**src/rtl/core/bbc_pkg.sv**
```systemverilog
// Shared types and constants for the block buffer cache unit.
package bbc_pkg;

  localparam int unsigned EntriesDef = 64;
  localparam int unsigned RefBitsDef = 16;

  localparam logic CMD_ACQUIRE = 1'b0;
  localparam logic CMD_RELEASE = 1'b1;

  typedef enum logic [2:0] {
    ST_HIT       = 3'd0,
    ST_ALLOC     = 3'd1,
    ST_ZERO      = 3'd2,
    ST_NOT_FOUND = 3'd3,
    ST_EXHAUSTED = 3'd4,
    ST_REL_HELD  = 3'd5,
    ST_REL_IDLE  = 3'd6
  } status_e;

  typedef struct packed {
    logic load;
    logic start_pass;
    logic decide;
    logic sweep;
  } bbc_cmd_t;

  typedef struct packed {
    logic pass_done;
    logic need_write;
  } bbc_sts_t;

endpackage

```
**src/rtl/core/bbc_ctrl.sv**
```systemverilog
// Sequencer for the scan, decide and update passes of the buffer cache.
module bbc_ctrl (
  input  logic            clk_i,
  input  logic            rst_ni,
  input  logic            in_valid_i,
  output logic            in_ready_o,
  output logic            out_valid_o,
  input  logic            out_ready_i,
  input  bbc_pkg::bbc_sts_t sts_i,
  output bbc_pkg::bbc_cmd_t cmd_o
);
  import bbc_pkg::*;

  typedef enum logic [2:0] {
    S_IDLE,
    S_SCAN,
    S_DECIDE,
    S_SWEEP,
    S_OUT
  } state_e;

  state_e state_q;
  logic   in_ready_q;
  logic   out_valid_q;
  logic   accept;

  assign accept      = in_valid_i & in_ready_q;
  assign in_ready_o  = in_ready_q;
  assign out_valid_o = out_valid_q;

  always_comb begin
    cmd_o            = '0;
    cmd_o.load       = accept;
    cmd_o.start_pass = accept | ((state_q == S_DECIDE) & sts_i.need_write);
    cmd_o.decide     = (state_q == S_DECIDE);
    cmd_o.sweep      = (state_q == S_SWEEP);
  end

  always_ff @(posedge clk_i or negedge rst_ni) begin
    if (!rst_ni) begin
      state_q     <= S_IDLE;
      in_ready_q  <= 1'b1;
      out_valid_q <= 1'b0;
    end else begin
      unique case (state_q)
        S_IDLE: begin
          if (accept) begin
            state_q    <= S_SCAN;
            in_ready_q <= 1'b0;
          end
        end
        S_SCAN: begin
          if (sts_i.pass_done) state_q <= S_DECIDE;
        end
        S_DECIDE: begin
          if (sts_i.need_write) begin
            state_q <= S_SWEEP;
          end else begin
            state_q     <= S_OUT;
            out_valid_q <= 1'b1;
          end
        end
        S_SWEEP: begin
          if (sts_i.pass_done) begin
            state_q     <= S_OUT;
            out_valid_q <= 1'b1;
          end
        end
        S_OUT: begin
          if (out_ready_i) begin
            state_q     <= S_IDLE;
            out_valid_q <= 1'b0;
            in_ready_q  <= 1'b1;
          end
        end
        default: state_q <= S_IDLE;
      endcase
    end
  end

endmodule

```
**config.mk**
```make
export PLATFORM = sky130hd
export DESIGN_NAME = bbc_ctrl
export DESIGN_NICKNAME = d
export VERILOG_FILES = /design/src/rtl/core/bbc_pkg.sv /design/src/rtl/core/bbc_ctrl.sv
export SDC_FILE = /design/constraint.sdc
export NUM_CORES = 1
export LEC_CHECK = 0
export BUFFER_PORTS_ARGS = -buffer_cell sky130_fd_sc_hd__buf_2
export CAP_MARGIN = 40
export CORE_AREA = 3 3 40 42
export DETAILED_ROUTE_END_ITERATION = 16
export DIE_AREA = 0 0 43 45
export MAX_ROUTING_LAYER = met4
export PLACE_DENSITY = 0.38
export SYNTH_ARGS = -nofsm -noshare
export SYNTH_HDL_FRONTEND = slang
export SYNTH_SLANG_ARGS = --single-unit
```
**constraint.sdc**
```tcl
create_clock -name clk_i -period 1.2 [get_ports clk_i]
set_input_delay 0.3 -clock clk_i [delete_from_list [all_inputs] [get_ports clk_i]]
set_output_delay 0.3 -clock clk_i [all_outputs]
set_load 0.01 [all_outputs]
```
==> impl_metrics.ini <==
[outcome]
outcome = complete, but fails checks
violations = setup timing

[final_layout]
drive_above_1_share_pct = 66.0
fin_nets = 60
final_util_pct = 39.2
fin_area_um2 = 504
num_antenna_cells = 0
area_growth_pct = 83.2

[route]
drtPass1Iterations = 2
drtIter0Drc = 2
vias_per_cell = 4.49
wire_per_inst_um = 12.6
num_vias = 305
routed_wl_um = 860
drc = 0
ant_nets = 0

[worst_setup_path]
cp_slowest_cell = dfrtp_1
cp_cell_sequence = nand2b_4 > nor2_4 > a21o_1 > buf_2
cp.arrival_ns = 1.14
crit_path_end_kind = primary output
crit_type = register to primary output
startpoint_type = register
path_max_fanout = 3
worstPathRequired_ns = 0.90
cpPeakStageDelay_ns = 0.40

[power_and_ir_drop]
combinationalPowerShare_pct = 56.9
clock_power_share_pct = 16.6
p_sw_share_pct = 36.6
p_sw_mw = 0.448
power_density_mw_per_mm2 = 2430
intPower_mw = 0.776
vdd_drop_max_mv = 1.02
p_leak_nw = 0.253
p_seq_share_pct = 26.5

[clock_tree]
cts_sinks = 5
cts_max_path_buffers = 2
clk_pin_slew_ns = 0.05
htreeDepth = 1
cts_buffers = 3
clk_latency_ns = 0.25
cts-root-buf = clkbuf_4
cts_tree = yes

[logic_synthesis]
synth_top_cell_by_area = dfrtp_1
ys_seq_area_share_pct = 45.9
synthesis.area_um2 = 275
synth.most_common_cell = dfrtp_1
ys.warnings.count = 0
synth-seq-cells = 5
synth_common_cells = dfrtp_1, nor2_1
syn_inst = 30
synth_edf_count = 0
async_flop_share_pct = 100
ys.flop_type = dfrtp_1
synth_area_per_cell_um2 = 9.18
synthTopCellsByArea = dfrtp_1, dfstp_2, nor2_1, a21bo_1, a21oi_1
ys_types = 21
synth_top_area_share_pct = 36.4
syn-num-nets = 36

[place]
place_ws_ns = 0.0125
hpwl_um = 571
portBuffers = 11
gp_congestion = 0.674
post_dp_cell_area_um2 = 374

[die]
ios = 12
start_util_pct = 21.4
rows = 13
die_area_mm2 = 0.00194
die_h_um = 45
die_x_um = 43
core_region_area_mm2 = 0.00128

[timing]
slew_violations = 0
setup_ws_ns = -0.240
finalHoldViolCount = 0
period_share_pct = 120
setup_tns_ns = -0.841
clock_skew_ns = 0.00396
maxSlewHeadroom_pct = 74.5
rsz0062_at_grt = yes
setup_viol = 7
tightest_slew_ns = 0.378
fin_crit_ns = 1.44
fmax_ghz = 0.694

[global_routing]
grt_max_degree = 9
grt_pass1_vias = 283
grt_pass1_wl_um = 1370
antenna_found_initial = 0
grt_overflow = 0
grt_use_total_pct = 10.9

[worst_hold_path]
hp-class = input pin to register

[run]
drv_cap = 0
registers in the layout, indices dropped and copies added (netlist names):
name / count
state_q: 3
in_ready_o: 1
out_valid_o: 1
kinds of logic (layout without fill, tap and decap cells):
logic type             after synthesis  after routing  share of synthesized area, %
AND/OR/NAND/NOR                     12             12                          24.6
AO/OA/AOI/OAI                       10             10                          24.1
flip-flops                           5              5                          45.9
buffers and inverters                3             26                          5.46
layer usage:
layer  wire [µm]  share of wire, %  up-vias  global-route usage [%]
li1            -                 -      150                       -
met1         313                36      142                    11.7
met2         469                55        9                    15.3
met3          58               6.7        4                    5.98
met4          19               2.2        0                    7.23
met5           0                 0        -                       -
placed cells by master, fill, tap and decap left out, drive strengths merged, types with 2 or more instances in the layout:
| cell | n |
|---|---|
| clkbuf | 4 |
| o21ai | 3 |
| a21o | 2 |
| nor2 | 3 |
| buf | 19 |
| inv | 2 |
| nand2 | 2 |
| a21oi | 2 |
| dfrtp | 4 |
final cells by class:
| class | instances | area (µm²) |
|---|---|---|
| flip-flops and latches | 5 | 128 |
| multi-input cells | 22 | 168 |
| fillers | 139 | 781 |
| clock buffers | 4 | 26.3 |
| inverters | 2 | 10.0 |
| well taps | 15 | 18.8 |
| repair buffers | 20 | 154 |
critical path: cells and delay by family, from the launching register on:
| kind | cells | cell delay [ns] |
|---|---|---|
| buffers and inverters | 1 | 0.12 |
| and+or+nand+nor | 2 | 0.25 |
| AOI/OAI and AO/OA | 1 | 0.12 |
| DFF | 1 | 0.40 |
power by group through the flow:
stage / Sequential [mW] / Combinational [mW] / Clock [mW]
3_3_place_gp: 0.294 / 0.472 / 0
4_1_cts: 0.316 / 0.602 / 0.212
6_report: 0.324 / 0.697 / 0.203
5_1_grt: 0.334 / 0.759 / 0.224
3_5_place_dp: 0.300 / 0.476 / 0
2_1_floorplan: 0.319 / 0.257 / 0
timing repair:
| item | 4_1_cts | 5_1_grt |
|---|---|---|
| hold buffers | 1 | 0 |
| endpoints found under the setup margin | 5 | 8 |
| cloned | 0 | 0 |
| buffers inserted | 2 | 3 |
| endpoints found under the hold margin | 4 | 0 |
| pin swaps | 1 | 1 |
| gates resized for setup | 10 | 7 |
path summary, 6_finish.rpt:
check	end	from	slack (ns)	cells after the start
setup / recovery	cmd_o[2]	state_q[2]$_DFFE_PN0P_	-0.24	4
hold / removal	in_ready_o$_DFFE_PN1P_	in_valid_i	0.24	2
setup reg to reg	in_ready_o$_DFFE_PN1P_	state_q[1]$_DFFE_PN0P_	-0.06	5
hold reg to reg	out_valid_o$_DFFE_PN0P_	out_valid_o$_DFFE_PN0P_	0.59	2
max in group asynchronous	in_ready_o$_DFFE_PN1P_	rst_ni	0.58	2
min in group asynchronous	state_q[1]$_DFFE_PN0P_	rst_ni	0.40	2
through the flow:
stage,hold slack [ns],instances,total power [mW]
3_3_place_gp,0.125,59,0.766
2_1_floorplan,0.00441,30,0.576
5_1_grt,0.254,68,1.32
6_report,0.244,68,1.22
4_1_cts,0.236,66,1.13
3_5_place_dp,0.126,59,0.776
Note: power is estimated with default switching activity, not from simulation.
